===== src/hdl/psg_pkg.sv =====
// ----------------------------------------------------------------------------
// psg_pkg
// Shared types, constants and helpers of the pulse/sawtooth sound generator.
// ----------------------------------------------------------------------------
package psg_pkg;

  // input item kinds
  localparam logic KIND_WRITE = 1'b0;
  localparam logic KIND_TICK  = 1'b1;

  // address decode
  localparam logic [15:0] ADDR_MASK      = 16'hF003;
  localparam logic [3:0]  BANK_P0_NIBBLE = 4'h9;
  localparam logic [3:0]  BANK_P1_NIBBLE = 4'hA;
  localparam logic [3:0]  BANK_SW_NIBBLE = 4'hB;

  // register offsets inside a bank
  localparam logic [1:0] OFF_CTRL   = 2'd0;
  localparam logic [1:0] OFF_PER_LO = 2'd1;
  localparam logic [1:0] OFF_PER_HI = 2'd2;
  localparam logic [1:0] OFF_UNUSED = 2'd3;

  // register fields
  localparam int unsigned ENABLE_BIT = 7;
  localparam int unsigned MODE_BIT   = 7;
  localparam logic [5:0]  SAW_RATE_MASK = 6'h3F;
  localparam logic [2:0]  SAW_LAST_STEP = 3'd7;

  localparam int unsigned NUM_PULSE = 2;
  localparam int unsigned SAMPLE_W  = 14;
  localparam int unsigned LEVEL_W   = 13;
  localparam int unsigned PCNT_W    = 13;
  localparam int unsigned SCNT_W    = 14;
  localparam int unsigned ACCUM_W   = 9;
  localparam logic [SAMPLE_W-1:0] SAMPLE_MAX = 14'd11712;

  localparam int unsigned QUEUE_DEPTH = 2;
  localparam int unsigned QPTR_W      = (QUEUE_DEPTH > 1) ? $clog2(QUEUE_DEPTH) : 1;
  localparam int unsigned QCNT_W      = $clog2(QUEUE_DEPTH + 1);

  typedef enum logic {
    OP_WRITE,
    OP_TICK
  } op_e;

  typedef enum logic [1:0] {
    BANK_PULSE0,
    BANK_PULSE1,
    BANK_SAW
  } bank_e;

  typedef struct packed {
    op_e        op;
    bank_e      bank;
    logic [1:0] off;
    logic [7:0] data;
  } cmd_t;

  // v * 256 * 6 / 8 == v * 192
  function automatic logic [LEVEL_W-1:0] scale_level(input logic [4:0] v);
    scale_level = {1'b0, v, 7'b0} + {2'b0, v, 6'b0};
  endfunction

endpackage


===== src/hdl/psg_if.sv =====
// ----------------------------------------------------------------------------
// psg_if
// Valid/ready channels: input items, classified commands and samples.
// ----------------------------------------------------------------------------
interface psg_in_if;
  logic        valid;
  logic        ready;
  logic        kind;
  logic [15:0] address;
  logic [7:0]  write_data;

  modport source (output valid, output kind, output address, output write_data,
                  input ready);
  modport sink   (input valid, input kind, input address, input write_data,
                  output ready);
endinterface

interface psg_cmd_if;
  logic          valid;
  logic          ready;
  psg_pkg::cmd_t cmd;

  modport source (output valid, output cmd, input ready);
  modport sink   (input valid, input cmd, output ready);
endinterface

interface psg_out_if;
  logic        valid;
  logic        ready;
  logic [13:0] sample;

  modport source (output valid, output sample, input ready);
  modport sink   (input valid, input sample, output ready);
endinterface


===== src/hdl/psg_front.sv =====
// ----------------------------------------------------------------------------
// psg_front
// Accepts input beats, decodes write addresses and forwards ticks and mapped
// writes as commands. Unmapped writes are dropped here.
// ----------------------------------------------------------------------------
module psg_front (
  psg_in_if.sink     in_i,
  psg_cmd_if.source  cmd_o
);
  import psg_pkg::*;

  logic [15:0] masked;
  logic        mapped;
  bank_e       bank;

  assign masked = in_i.address & ADDR_MASK;

  always_comb begin
    mapped = (masked[1:0] != OFF_UNUSED);
    bank   = BANK_PULSE0;
    unique case (masked[15:12])
      BANK_P0_NIBBLE: bank = BANK_PULSE0;
      BANK_P1_NIBBLE: bank = BANK_PULSE1;
      BANK_SW_NIBBLE: bank = BANK_SAW;
      default:        mapped = 1'b0;
    endcase
  end

  assign in_i.ready     = cmd_o.ready;
  assign cmd_o.valid    = in_i.valid && ((in_i.kind == KIND_TICK) || mapped);
  assign cmd_o.cmd.op   = (in_i.kind == KIND_TICK) ? OP_TICK : OP_WRITE;
  assign cmd_o.cmd.bank = bank;
  assign cmd_o.cmd.off  = masked[1:0];
  assign cmd_o.cmd.data = in_i.write_data;

endmodule


===== src/hdl/psg_queue.sv =====
// ----------------------------------------------------------------------------
// psg_queue
// Short command FIFO between the decode front and the channel back end.
// ----------------------------------------------------------------------------
module psg_queue (
  input  logic       clk_i,
  input  logic       rst_ni,
  psg_cmd_if.sink    push_i,
  psg_cmd_if.source  pop_o
);
  import psg_pkg::*;

  cmd_t              mem_q [QUEUE_DEPTH];
  logic [QPTR_W-1:0] wr_ptr_q, wr_ptr_d;
  logic [QPTR_W-1:0] rd_ptr_q, rd_ptr_d;
  logic [QCNT_W-1:0] count_q, count_d;
  logic              push, pop;

  assign push_i.ready = (count_q != QCNT_W'(QUEUE_DEPTH));
  assign pop_o.valid  = (count_q != '0);
  assign pop_o.cmd    = mem_q[rd_ptr_q];

  assign push = push_i.valid && push_i.ready;
  assign pop  = pop_o.valid && pop_o.ready;

  always_comb begin
    wr_ptr_d = wr_ptr_q;
    rd_ptr_d = rd_ptr_q;
    count_d  = count_q;
    if (push) begin
      wr_ptr_d = (wr_ptr_q == QPTR_W'(QUEUE_DEPTH - 1)) ? '0 : wr_ptr_q + 1'b1;
    end
    if (pop) begin
      rd_ptr_d = (rd_ptr_q == QPTR_W'(QUEUE_DEPTH - 1)) ? '0 : rd_ptr_q + 1'b1;
    end
    priority if (push && !pop) begin
      count_d = count_q + 1'b1;
    end else if (pop && !push) begin
      count_d = count_q - 1'b1;
    end
  end

  always_ff @(posedge clk_i or negedge rst_ni) begin
    if (!rst_ni) begin
      wr_ptr_q <= '0;
      rd_ptr_q <= '0;
      count_q  <= '0;
    end else begin
      wr_ptr_q <= wr_ptr_d;
      rd_ptr_q <= rd_ptr_d;
      count_q  <= count_d;
    end
  end

  always_ff @(posedge clk_i) begin
    if (push) begin
      mem_q[wr_ptr_q] <= push_i.cmd;
    end
  end

`ifndef SYNTHESIS
  a_count_bound: assert property (@(posedge clk_i) disable iff (!rst_ni)
    count_q <= QCNT_W'(QUEUE_DEPTH))
    else $error("queue count above depth");

  a_count_grows: assert property (@(posedge clk_i) disable iff (!rst_ni)
    (push && !pop) |=> (count_q == $past(count_q) + 1'b1))
    else $error("queue count did not grow on push");
`endif

endmodule


===== src/hdl/psg_back.sv =====
// ----------------------------------------------------------------------------
// psg_back
// Channel registers, pulse and sawtooth counters, sample mixer and the
// output register.
// ----------------------------------------------------------------------------
module psg_back (
  input  logic       clk_i,
  input  logic       rst_ni,
  psg_cmd_if.sink    cmd_i,
  psg_out_if.source  out_o
);
  import psg_pkg::*;

  // pulse channel state
  logic [7:0]        p_ctrl_q [NUM_PULSE];
  logic [7:0]        p_ctrl_d [NUM_PULSE];
  logic [7:0]        p_lo_q   [NUM_PULSE];
  logic [7:0]        p_lo_d   [NUM_PULSE];
  logic [7:0]        p_hi_q   [NUM_PULSE];
  logic [7:0]        p_hi_d   [NUM_PULSE];
  logic [PCNT_W-1:0] p_cnt_q  [NUM_PULSE];
  logic [PCNT_W-1:0] p_cnt_d  [NUM_PULSE];
  logic [3:0]        p_step_q [NUM_PULSE];
  logic [3:0]        p_step_d [NUM_PULSE];
  logic [LEVEL_W-1:0] p_level [NUM_PULSE];

  // sawtooth state
  logic [7:0]         s_rate_q, s_rate_d;
  logic [7:0]         s_lo_q, s_lo_d;
  logic [7:0]         s_hi_q, s_hi_d;
  logic [SCNT_W-1:0]  s_cnt_q, s_cnt_d;
  logic [2:0]         s_step_q, s_step_d;
  logic [ACCUM_W-1:0] s_accum_q, s_accum_d;
  logic [LEVEL_W-1:0] s_level;
  logic [2:0]         s_step_inc;

  logic                out_valid_q, out_valid_d;
  logic [SAMPLE_W-1:0] sample_q, sample_d;

  logic fire, tick, wr, psel;

  // a tick needs room in the output register, a write never waits
  assign cmd_i.ready = (cmd_i.cmd.op == OP_WRITE) || !out_valid_q || out_o.ready;
  assign fire = cmd_i.valid && cmd_i.ready;
  assign tick = fire && (cmd_i.cmd.op == OP_TICK);
  assign wr   = fire && (cmd_i.cmd.op == OP_WRITE);
  assign psel = (cmd_i.cmd.bank == BANK_PULSE1);

  assign s_step_inc = s_step_q + 1'b1;

  always_comb begin
    for (int p = 0; p < NUM_PULSE; p++) begin
      p_ctrl_d[p] = p_ctrl_q[p];
      p_lo_d[p]   = p_lo_q[p];
      p_hi_d[p]   = p_hi_q[p];
      p_cnt_d[p]  = p_cnt_q[p];
      p_step_d[p] = p_step_q[p];
      p_level[p]  = '0;
      if (p_hi_q[p][ENABLE_BIT]) begin
        if (p_ctrl_q[p][MODE_BIT] || (p_step_q[p] > {1'b0, p_ctrl_q[p][6:4]})) begin
          p_level[p] = scale_level({1'b0, p_ctrl_q[p][3:0]});
        end
        if (tick && !p_ctrl_q[p][MODE_BIT]) begin
          if (p_cnt_q[p] <= PCNT_W'(1)) begin
            p_cnt_d[p]  = {1'b0, p_hi_q[p][3:0], p_lo_q[p]} + 1'b1;
            p_step_d[p] = p_step_q[p] + 1'b1;
          end else begin
            p_cnt_d[p] = p_cnt_q[p] - 1'b1;
          end
        end
      end
    end

    s_rate_d  = s_rate_q;
    s_lo_d    = s_lo_q;
    s_hi_d    = s_hi_q;
    s_cnt_d   = s_cnt_q;
    s_step_d  = s_step_q;
    s_accum_d = s_accum_q;
    s_level   = '0;
    if (s_hi_q[ENABLE_BIT]) begin
      s_level = scale_level(s_accum_q[7:3]);
      if (tick) begin
        if (s_cnt_q <= SCNT_W'(1)) begin
          s_cnt_d = {({1'b0, s_hi_q[3:0], s_lo_q} + 1'b1), 1'b0};
          if (s_step_inc == SAW_LAST_STEP) begin
            s_step_d  = '0;
            s_accum_d = '0;
          end else begin
            s_step_d  = s_step_inc;
            s_accum_d = s_accum_q + {3'b0, s_rate_q[5:0] & SAW_RATE_MASK};
          end
        end else begin
          s_cnt_d = s_cnt_q - 1'b1;
        end
      end
    end

    if (wr) begin
      unique case (cmd_i.cmd.bank)
        BANK_PULSE0, BANK_PULSE1: begin
          unique case (cmd_i.cmd.off)
            OFF_CTRL:   p_ctrl_d[psel] = cmd_i.cmd.data;
            OFF_PER_LO: p_lo_d[psel]   = cmd_i.cmd.data;
            OFF_PER_HI: p_hi_d[psel]   = cmd_i.cmd.data;
            default: ;
          endcase
        end
        BANK_SAW: begin
          unique case (cmd_i.cmd.off)
            OFF_CTRL:   s_rate_d = cmd_i.cmd.data;
            OFF_PER_LO: s_lo_d   = cmd_i.cmd.data;
            OFF_PER_HI: s_hi_d   = cmd_i.cmd.data;
            default: ;
          endcase
        end
        default: ;
      endcase
    end

    out_valid_d = out_valid_q;
    sample_d    = sample_q;
    if (tick) begin
      out_valid_d = 1'b1;
      sample_d    = {1'b0, p_level[0]} + {1'b0, p_level[1]} + {1'b0, s_level};
    end else if (out_o.ready) begin
      out_valid_d = 1'b0;
    end
  end

  always_ff @(posedge clk_i or negedge rst_ni) begin
    if (!rst_ni) begin
      for (int p = 0; p < NUM_PULSE; p++) begin
        p_ctrl_q[p] <= '0;
        p_lo_q[p]   <= '0;
        p_hi_q[p]   <= '0;
        p_cnt_q[p]  <= '0;
        p_step_q[p] <= '0;
      end
      s_rate_q    <= '0;
      s_lo_q      <= '0;
      s_hi_q      <= '0;
      s_cnt_q     <= '0;
      s_step_q    <= '0;
      s_accum_q   <= '0;
      out_valid_q <= 1'b0;
    end else begin
      for (int p = 0; p < NUM_PULSE; p++) begin
        p_ctrl_q[p] <= p_ctrl_d[p];
        p_lo_q[p]   <= p_lo_d[p];
        p_hi_q[p]   <= p_hi_d[p];
        p_cnt_q[p]  <= p_cnt_d[p];
        p_step_q[p] <= p_step_d[p];
      end
      s_rate_q    <= s_rate_d;
      s_lo_q      <= s_lo_d;
      s_hi_q      <= s_hi_d;
      s_cnt_q     <= s_cnt_d;
      s_step_q    <= s_step_d;
      s_accum_q   <= s_accum_d;
      out_valid_q <= out_valid_d;
    end
  end

  always_ff @(posedge clk_i) begin
    sample_q <= sample_d;
  end

  assign out_o.valid  = out_valid_q;
  assign out_o.sample = sample_q;

`ifndef SYNTHESIS
  a_sample_range: assert property (@(posedge clk_i) disable iff (!rst_ni)
    out_valid_q |-> (sample_q <= SAMPLE_MAX))
    else $error("sample above full scale");

  a_saw_step_range: assert property (@(posedge clk_i) disable iff (!rst_ni)
    s_step_q != SAW_LAST_STEP)
    else $error("saw step reached its clear value");

  a_write_no_beat: assert property (@(posedge clk_i) disable iff (!rst_ni)
    (wr && !out_valid_q) |=> !out_valid_q)
    else $error("register write produced a sample beat");
`endif

endmodule


===== src/hdl/pulse_saw_sound_generator.sv =====
// Path: an accepted beat is stored in the command queue; a tick taken from
//   it loads the output register, which drives out_o. Throughput: one input
//   beat per cycle while the queue has room; the back end retires one command
//   per cycle and a tick only waits when that register is full and stalled.
// Reset: all channel registers, counters, step and accumulator go to zero,
//   the queue empties and no sample is pending; no clearing pass is needed.
// ----------------------------------------------------------------------------
// pulse_saw_sound_generator
// Two pulse channels and one sawtooth channel; register writes and clock
// ticks in, one mixed sample out per tick.
// ----------------------------------------------------------------------------
module pulse_saw_sound_generator (
  input  logic       clk_i,
  input  logic       rst_ni,
  psg_in_if.sink     in_i,
  psg_out_if.source  out_o
);
  import psg_pkg::*;

  psg_cmd_if front_cmd ();
  psg_cmd_if back_cmd ();

  psg_front u_front (
    .in_i  (in_i),
    .cmd_o (front_cmd)
  );

  psg_queue u_queue (
    .clk_i  (clk_i),
    .rst_ni (rst_ni),
    .push_i (front_cmd),
    .pop_o  (back_cmd)
  );

  psg_back u_back (
    .clk_i  (clk_i),
    .rst_ni (rst_ni),
    .cmd_i  (back_cmd),
    .out_o  (out_o)
  );

endmodule

===== src/flat_wrapper.sv =====
// flat-port wrapper written by rule: the top's interface ports become plain ports
module pulse_saw_sound_generator_flat import psg_pkg::*;
  (clk_i, rst_ni, in_i_valid, in_i_kind, in_i_address, in_i_write_data, in_i_ready, out_o_valid, out_o_sample, out_o_ready);
  psg_in_if in_i_i ();
  psg_out_if out_o_i ();
  input  logic clk_i;
  input  logic rst_ni;
  input wire logic [$bits(in_i_i.valid)-1:0] in_i_valid;
  input wire logic [$bits(in_i_i.kind)-1:0] in_i_kind;
  input wire logic [$bits(in_i_i.address)-1:0] in_i_address;
  input wire logic [$bits(in_i_i.write_data)-1:0] in_i_write_data;
  output wire logic [$bits(in_i_i.ready)-1:0] in_i_ready;
  output wire logic [$bits(out_o_i.valid)-1:0] out_o_valid;
  output wire logic [$bits(out_o_i.sample)-1:0] out_o_sample;
  input wire logic [$bits(out_o_i.ready)-1:0] out_o_ready;
  assign in_i_i.valid = in_i_valid;
  assign in_i_i.kind = in_i_kind;
  assign in_i_i.address = in_i_address;
  assign in_i_i.write_data = in_i_write_data;
  assign in_i_ready = in_i_i.ready;
  assign out_o_valid = out_o_i.valid;
  assign out_o_sample = out_o_i.sample;
  assign out_o_i.ready = out_o_ready;
  pulse_saw_sound_generator u_core (.clk_i(clk_i), .rst_ni(rst_ni), .in_i(in_i_i), .out_o(out_o_i));
endmodule

===== config.mk =====
export PLATFORM = sky130hd
export DESIGN_NAME = pulse_saw_sound_generator_flat
export DESIGN_NICKNAME = d
export VERILOG_FILES = /design/src/hdl/psg_pkg.sv /design/src/hdl/psg_if.sv /design/src/hdl/psg_front.sv /design/src/hdl/psg_queue.sv /design/src/hdl/psg_back.sv /design/src/hdl/pulse_saw_sound_generator.sv /design/src/flat_wrapper.sv
export SDC_FILE = /design/constraint.sdc
export NUM_CORES = 1
export LEC_CHECK = 0
export BUFFER_PORTS_ARGS = -buffer_cell sky130_fd_sc_hd__buf_2
export CORE_ASPECT_RATIO = 0.7
export CORE_MARGIN = 2
export CORE_UTILIZATION = 50
export DETAILED_ROUTE_END_ITERATION = 7
export GPL_TIMING_DRIVEN = 0
export PLACE_DENSITY = 0.73
export SETUP_SLACK_MARGIN = 0.4
export SKIP_LAST_GASP = 1
export SLEW_MARGIN = 20
export SYNTH_ARGS = -nofsm -noshare
export SYNTH_HDL_FRONTEND = slang
export SYNTH_SLANG_ARGS = --single-unit

===== constraint.sdc =====
create_clock -name clk_i -period 7.8 [get_ports clk_i]
set_input_delay 0.78 -clock clk_i [delete_from_list [all_inputs] [get_ports clk_i]]
set_output_delay 0.78 -clock clk_i [all_outputs]
set_load 0.02 [all_outputs]

* After elaboration in Yosys (flattened, before gate mapping)
Memory sizes are Yosys's and may differ from the RTL's.
Index checks and enable logic that the tools add are counted.
** Word-level totals
- Logic and storage cells :: 125
- Input bits :: 29
- RAM bits :: 26
- Output and inout port bits :: 16
- Memories kept :: 1
- Register bits after elaboration :: 149
** Cells by class
- Multiplexer cells :: 26
- Add/sub/neg operators :: 19
- Reductions and logical operators :: 39
- Eq/ne operators :: 10
- $lt $le $gt $ge :: 7
- Bitwise gates (word level) :: 2
** Memory list
- u_core.u_queue.mem_q :: depth 2, bits a word 13, read ports 1, clocked after Yosys merged registers in 0, wr ports 1, line psg_queue.sv:13 : cmd_t mem_q [QUEUE_DEPTH];
** Operators with widths (number)
- $mux 13 :: 4
- $bwmux 16 :: 3
- $add 12x1->13 const B :: 3
- $mux 12 :: 3
- $reduce_and 3->1 :: 9
- $le 13x1->1 const B :: 2
- $sub 13x1->13 const B :: 2
- $add 11x10->12 :: 2
- $add 13x13->14 :: 1
- $add 14x13->14 :: 1
- $le 14x1->1 const B :: 1
- $mux 14 :: 1
- $sub 14x1->14 const B :: 1
- $add 12x11->13 :: 1
- $eq 4x4->1 const B :: 3
- $logic_and 1x1->1 :: 10
- $add 9x6->9 :: 1
- $mux 9 :: 1
- $add 4x1->4 const B :: 2
- $demux 8 s1 :: 1
- $gt 4x3->1 :: 2
- $mux 1 :: 8
- $mux 8 :: 1
- $reduce_and 2->1 :: 3
- 21 further kinds :: 37

* Depth between registers and ports, before layout
- Depth in word-level cells :: 10
- Mapped depth :: 16
- Mapped depth without buffers :: 16

* Cells and area by module
From an unflattened synthesis, not the netlist that was laid out.
** Second synthesis, totals
- Cell total of the unflattened synthesis :: 833
- Area total of the unflattened synthesis :: 9212.6 sq um
** By module, submodules not included
- psg_back :: cells an instance 757, times used 1, area an instance 7930.1 sq um, sequential area each 3268.1 sq um
- psg_queue :: cells an instance 58, times used 1, area an instance 1144.8 sq um, sequential area each 880.8 sq um
- psg_front :: cells an instance 18, times used 1, area an instance 137.6 sq um, sequential area each 0.0 sq um

* Least setup slack after synthesis
No wires, ideal clock.
- Path type :: flip-flop to flip-flop
- From :: register u_core.u_back.p_step_q[1] (netlist bit)
- To :: register u_core.u_back.sample_q[13], in the netlist u_core.u_back.out_o.sample[13], data pin
- Arrival time :: 3.080 ns
- Path slack :: 4.463 ns
- Clock period less this slack :: 3.337 ns
- Data required time :: 7.543 ns
- Stages on the path, launching flop included :: 15
- Path buffers :: 0
- Setup time :: 0.257 ns
- Cells stage by stage :: dfrtp_1 -> ha_1 -> nor2b_1 -> o21ai_0 -> a32oi_1 -> o31a_1 -> and2_1 -> fa_1 -> ha_1 -> fa_1 -> a21o_1 -> a21oi_1 -> nor2b_1 -> o21ai_0 -> nand2b_1
** Between the ends
- Word-level cells in the longest chain between the ends :: 6
** Ends and longest elaborated chain
- start: declaration :: line psg_back.sv:23 : logic [3:0] p_step_q [NUM_PULSE];
- start signal: indexed assignment :: line psg_back.sv:153 : p_step_q[p] <= p_step_d[p];
- $gt 4x3->1 :: line psg_back.sv:60 : if (p_ctrl_q[p][MODE_BIT] || (p_step_q[p] > {1'b0, p_ctrl_q[p][6:4]})) begin
- $logic_or 1x1->1 :: line psg_back.sv:60
- $mux 12 :: line psg_back.sv:60
- $mux 12 :: line psg_back.sv:59 : if (p_hi_q[p][ENABLE_BIT]) begin
- $add 13x13->14 :: line psg_back.sv:125 : sample_d = {1'b0, p_level[0]} + {1'b0, p_level[1]} + {1'b0, s_level};
- $add 14x13->14 :: line psg_back.sv:125
- end signal: assignment :: line psg_back.sv:166 : sample_q <= sample_d;
- end: declaration :: line psg_back.sv:38 : logic [SAMPLE_W-1:0] sample_q, sample_d;
No other way between the ends.
A chain may end at the register's enable or synchronous reset.

* Worst setup path in the final report
- From :: register u_core.u_back.p_step_q[5] (netlist bit)
- To :: register u_core.u_back.sample_q[13], in the netlist u_core.u_back.out_o.sample[13], data pin
** Between the ends
- Word-level cells in the longest chain between the ends :: 6
** Ends and longest elaborated chain (line)
- $gt 4x3->1 :: psg_back.sv:60
- $logic_or 1x1->1 :: psg_back.sv:60
- $mux 12 :: psg_back.sv:60
- $mux 13 :: psg_back.sv:59
- $add 13x13->14 :: psg_back.sv:125
- $add 14x13->14 :: psg_back.sv:125
No other way between the ends.

==> flow_summary.toml <==
[layout]
syn_to_final_growth_pct = 12.53
diodes = 0
final_cells = 1130
nFillCells = 1489
fin_util_pct = 57.10
final_nets = 966
finalInstanceArea_mm2 = 0.01022
drive_above_1_share_pct = 18.34

[timing]
fmax_mhz = 274.0
fin_crit_sh_pct = 46.79
rsz0062_at_grt = "false"
period_minus_slack_ns = 3.649
setup_viol_count_final = 0
final.setup_skew_ns = 0.009119
max_slew_margin_pct = 46.21
finalWorstSetupSlack_ns = 4.151
tightest_slew_ns = 0.8039
fin_tns_setup_ns = 0
slew_viol_final = 0
whs_ns = 0.2643
hold_violations = 0

[power_and_ir_drop]
pwr-share-comb_pct = 39.1
ir_drop_uv = 233.6
switching_share_pct = 39.41
power.total_mw = 3.967
p_per_area_mw_per_mm2 = 388.1
p_int_mw = 2.404
p_switching_mw = 1.564
seq_power_share_pct = 38.5
power_leakage_nw = 4.389
clkPwrFrac_pct = 22.4

[grt]
grt_usage_pct = 21.54
grt_overflow = 0
antenna_found_initial = 0
grt_pass1_wl_um = 31820
grt_pass1_vias = 6090
grt_max_degree = 65

[setup_path]
reg2regPathDepth = 15
critPathTopFamily = "adder cells"
startpoint_type = "flip-flop"
cp_max_fo = 6
critPathArrivalTime_ns = 3.84
crit_type = "flip-flop to flip-flop"
worstPathRequired_ns = 7.99
reg2reg_slack_ns = 4.15
cp-end-kind = "flip-flop"
slowest_stage = "fa_1"
slowest_delay_ns = 0.51
cp_cell_sequence = "ha_1 -> nor2b_1 -> o21ai_0 -> a32oi_1 -> o31a_1 -> nand2_1 -> fa_1 -> inv_1 -> ha_1 -> fa_1 -> a21o_1 -> a21oi_1 -> nor2b_1 -> o21ai_0 -> nand2b_1"
worstReg2RegStart = "u_core.u_back.p_step_q[5]"
critPathBufInv = 1
r2r-end = "u_core.u_back.out_o.sample[13]"

[place]
dp.cells = 1098
dpl_cell_area_mm2 = 0.009593
dp_hpwl_um = 13750
portBuffers = 28
gp_congestion = 0.8649
place_ws_ns = 4.144

[detailed_routing]
drt-met1-wl_um = 10030
avgRoutedWirePerCell_um = 17.16
avgViaCountPerCell = 5.678
route.met3.wl_um = 836
wl_met2_um = 8274
vias = 6416
drt_wl_total_um = 19390
dr.pass1.iters = 4
highest_layer = "met4"
initialDrtViolationCount = 504
ant_nets = 0
remaining_drc_errors = 0

[clocking]
post_cts_resized = 0
clock-sinks = 159
hold_buffers = 0
cts_buffers = 17
cts_buffer_depth = 2
cts_tree = "done"
clock_latency_ns = 0.43
post_cts_buffers = 0
clk_pin_slew_ns = 0.07
cts_root_buf = "clkbuf_16"
htree_levels = 4

[die]
initial_core_util_pct = 50.74
die_h_um = 116.8
row_count = 41
design.core.area_mm2 = 0.01790
io-pin-count = 45
die_area_mm2 = 0.01928
dieWidth_um = 165.1

[synthesis]
synthTopCellsByArea = "dfrtp_1, edfxtp_1, mux2_2"
ys_ff_latch = 159
synth_edf_count = 34
syn_area_per_cell_um2 = 10.99
ys_seq_area_share_pct = 45.67
synth_cell_types = 79
ys_async_sr_fraction_pct = 78.62
synth_largest_area_cell = "dfrtp_1"
synth_flop_cell = "dfrtp_1"
ys.warnings.count = 0
netlist_area_mm2 = 0.009085
synthCells = 827
yosysTopAreaCellShare_pct = 34.43

[run]
drv_cap = 0

[hold_path]
hold_class = "input port to async pin"

[outcome]
status = "completed"
state kept, by name, indices dropped and copies added, names as in the netlist:
| name | count |
|---|---|
| u_core.u_back.out_o.sample | 8 |
| u_core.u_back.out_o.valid | 1 |
| u_core.u_back.p_cnt_q | 26 |
| u_core.u_back.p_ctrl_q | 16 |
| u_core.u_back.p_hi_q | 10 |
| u_core.u_back.p_lo_q | 16 |
| u_core.u_back.p_step_q | 8 |
| u_core.u_back.s_accum_q | 8 |
| u_core.u_back.s_cnt_q | 14 |
| u_core.u_back.s_hi_q | 5 |
| u_core.u_back.s_lo_q | 8 |
| u_core.u_back.s_rate_q | 6 |
| u_core.u_back.s_step_q | 3 |
| u_core.u_queue.count_q | 2 |
| u_core.u_queue.mem_q | 26 |
| u_core.u_queue.rd_ptr_q | 1 |
| u_core.u_queue.wr_ptr_q | 1 |
how the worst max path moves through the flow:
stage | from | to | cells after the start
2_1_floorplan | u_core.u_back.p_step_q[1] | u_core.u_back.out_o.sample[13] | 14
3_3_place_gp | u_core.u_back.p_step_q[5] | u_core.u_back.out_o.sample[13] | 15
3_5_place_dp | u_core.u_back.p_step_q[5] | u_core.u_back.out_o.sample[13] | 15
4_1_cts | u_core.u_back.p_step_q[5] | u_core.u_back.out_o.sample[13] | 15
5_1_grt | u_core.u_back.p_step_q[5] | u_core.u_back.out_o.sample[13] | 15
6_report | u_core.u_back.p_step_q[5] | u_core.u_back.out_o.sample[13] | 15
power by group through the flow:
stage	Combinational (mW)	Clock [mW]	Sequential [mW]
after floorplan	1.16	0	1.47
after global placement	1.49	0	1.52
after detailed placement	1.54	0	1.53
after CTS	1.55	0.906	1.52
after global routing	1.74	0.939	1.58
final	1.55	0.889	1.53
worst register-to-register path, stage by stage (launching register included):
cell and delay [ns]:
dfrtp_1 0.42, ha_1 0.31, nor2b_1 0.14, o21ai_0 0.08
a32oi_1 0.17, o31a_1 0.30, nand2_1 0.12, fa_1 0.51
inv_1 0.05, ha_1 0.22, fa_1 0.41, a21o_1 0.20
a21oi_1 0.21, nor2b_1 0.07, o21ai_0 0.14, nand2b_1 0.06
layout by cell type, fill, tap and decap left out, types with 5 or more instances in the layout:
cell type	n
a21o_1	7
a21oi_1	33
a22oi_1	5
a32oi_1	7
and2_1	8
and3_1	9
buf_2	31
buf_4	8
clkbuf_1	14
clkbuf_16	18
conb_1	6
dfrtp_1	125
edfxtp_1	34
fa_1	11
ha_1	45
inv_1	39
mux2_1	9
mux2_2	62
mux2_4	5
mux2i_1	7
nand2_1	58
nand2b_1	9
nand3_1	31
nand4_1	14
nor2_1	49
nor2b_1	8
nor3_1	18
nor3_2	6
nor4_1	6
o21a_1	9
o21ai_0	25
o21ai_1	14
o22a_1	8
o31ai_1	7
o41ai_1	7
or3_1	5
or4_1	5
xnor2_1	30
xor2_1	22
synthesized netlist by cell type, drive strengths merged, types with 2 or more instances:
master and count:
a31oi 2, a21oi 33, xor2 22, or4 6
nand4 14, inv 40, o22ai 2, buf 16
a211o 2, a211oi 4, nor3 26, o31a 3
a22oi 5, a32oi 7, clkbuf 13, o21ai 39
mux2 76, and2 8, nor2 54, mux2i 9
or3 5, edfxtp 34, o21a 9, fa 11
and4 3, o41ai 7, or2 2, and3 9
a22o 3, nor4 7, nand2b 9, o31ai 7
nor3b 2, a21o 7, o21bai 2, o211ai 4
xnor2 30, nor2b 8, nand2 58, o2bb2ai 2
ha 45, o22a 8, dfrtp 125, nand3 31
per-layer routing:
| metal | track usage (%) | up-vias |
|---|---|---|
| li1 | - | 3119 |
| met3 | 4.581 | 19 |
| met5 | 0 | - |
| met1 | 32.84 | 3124 |
| met4 | 5.333 | 0 |
| met2 | 31.33 | 154 |
cell families after synthesis:
group | synth area share (%)
buf+inv | 3.319
other cells | 0.04128
flops | 45.67
simple gates | 14.94
xor+xnor | 5.013
compound gates | 11.60
fa+ha+maj | 8.621
mux | 10.80
final cells by class:
cell class | instances | area (um^2) | area share (%)
inverter | 40 | 150.1 | 1.469
tap | 236 | 295.3 | 2.888
clock buffer | 19 | 454.2 | 4.443
buffer | 29 | 151.4 | 1.481
sequential | 159 | 4149 | 40.58
timing repair buffer | 30 | 188.9 | 1.848
multi-input combinational | 604 | 4658 | 45.56
clock inverter | 13 | 176.4 | 1.726
No activity file was read; power rests on OpenSTA's default activity.
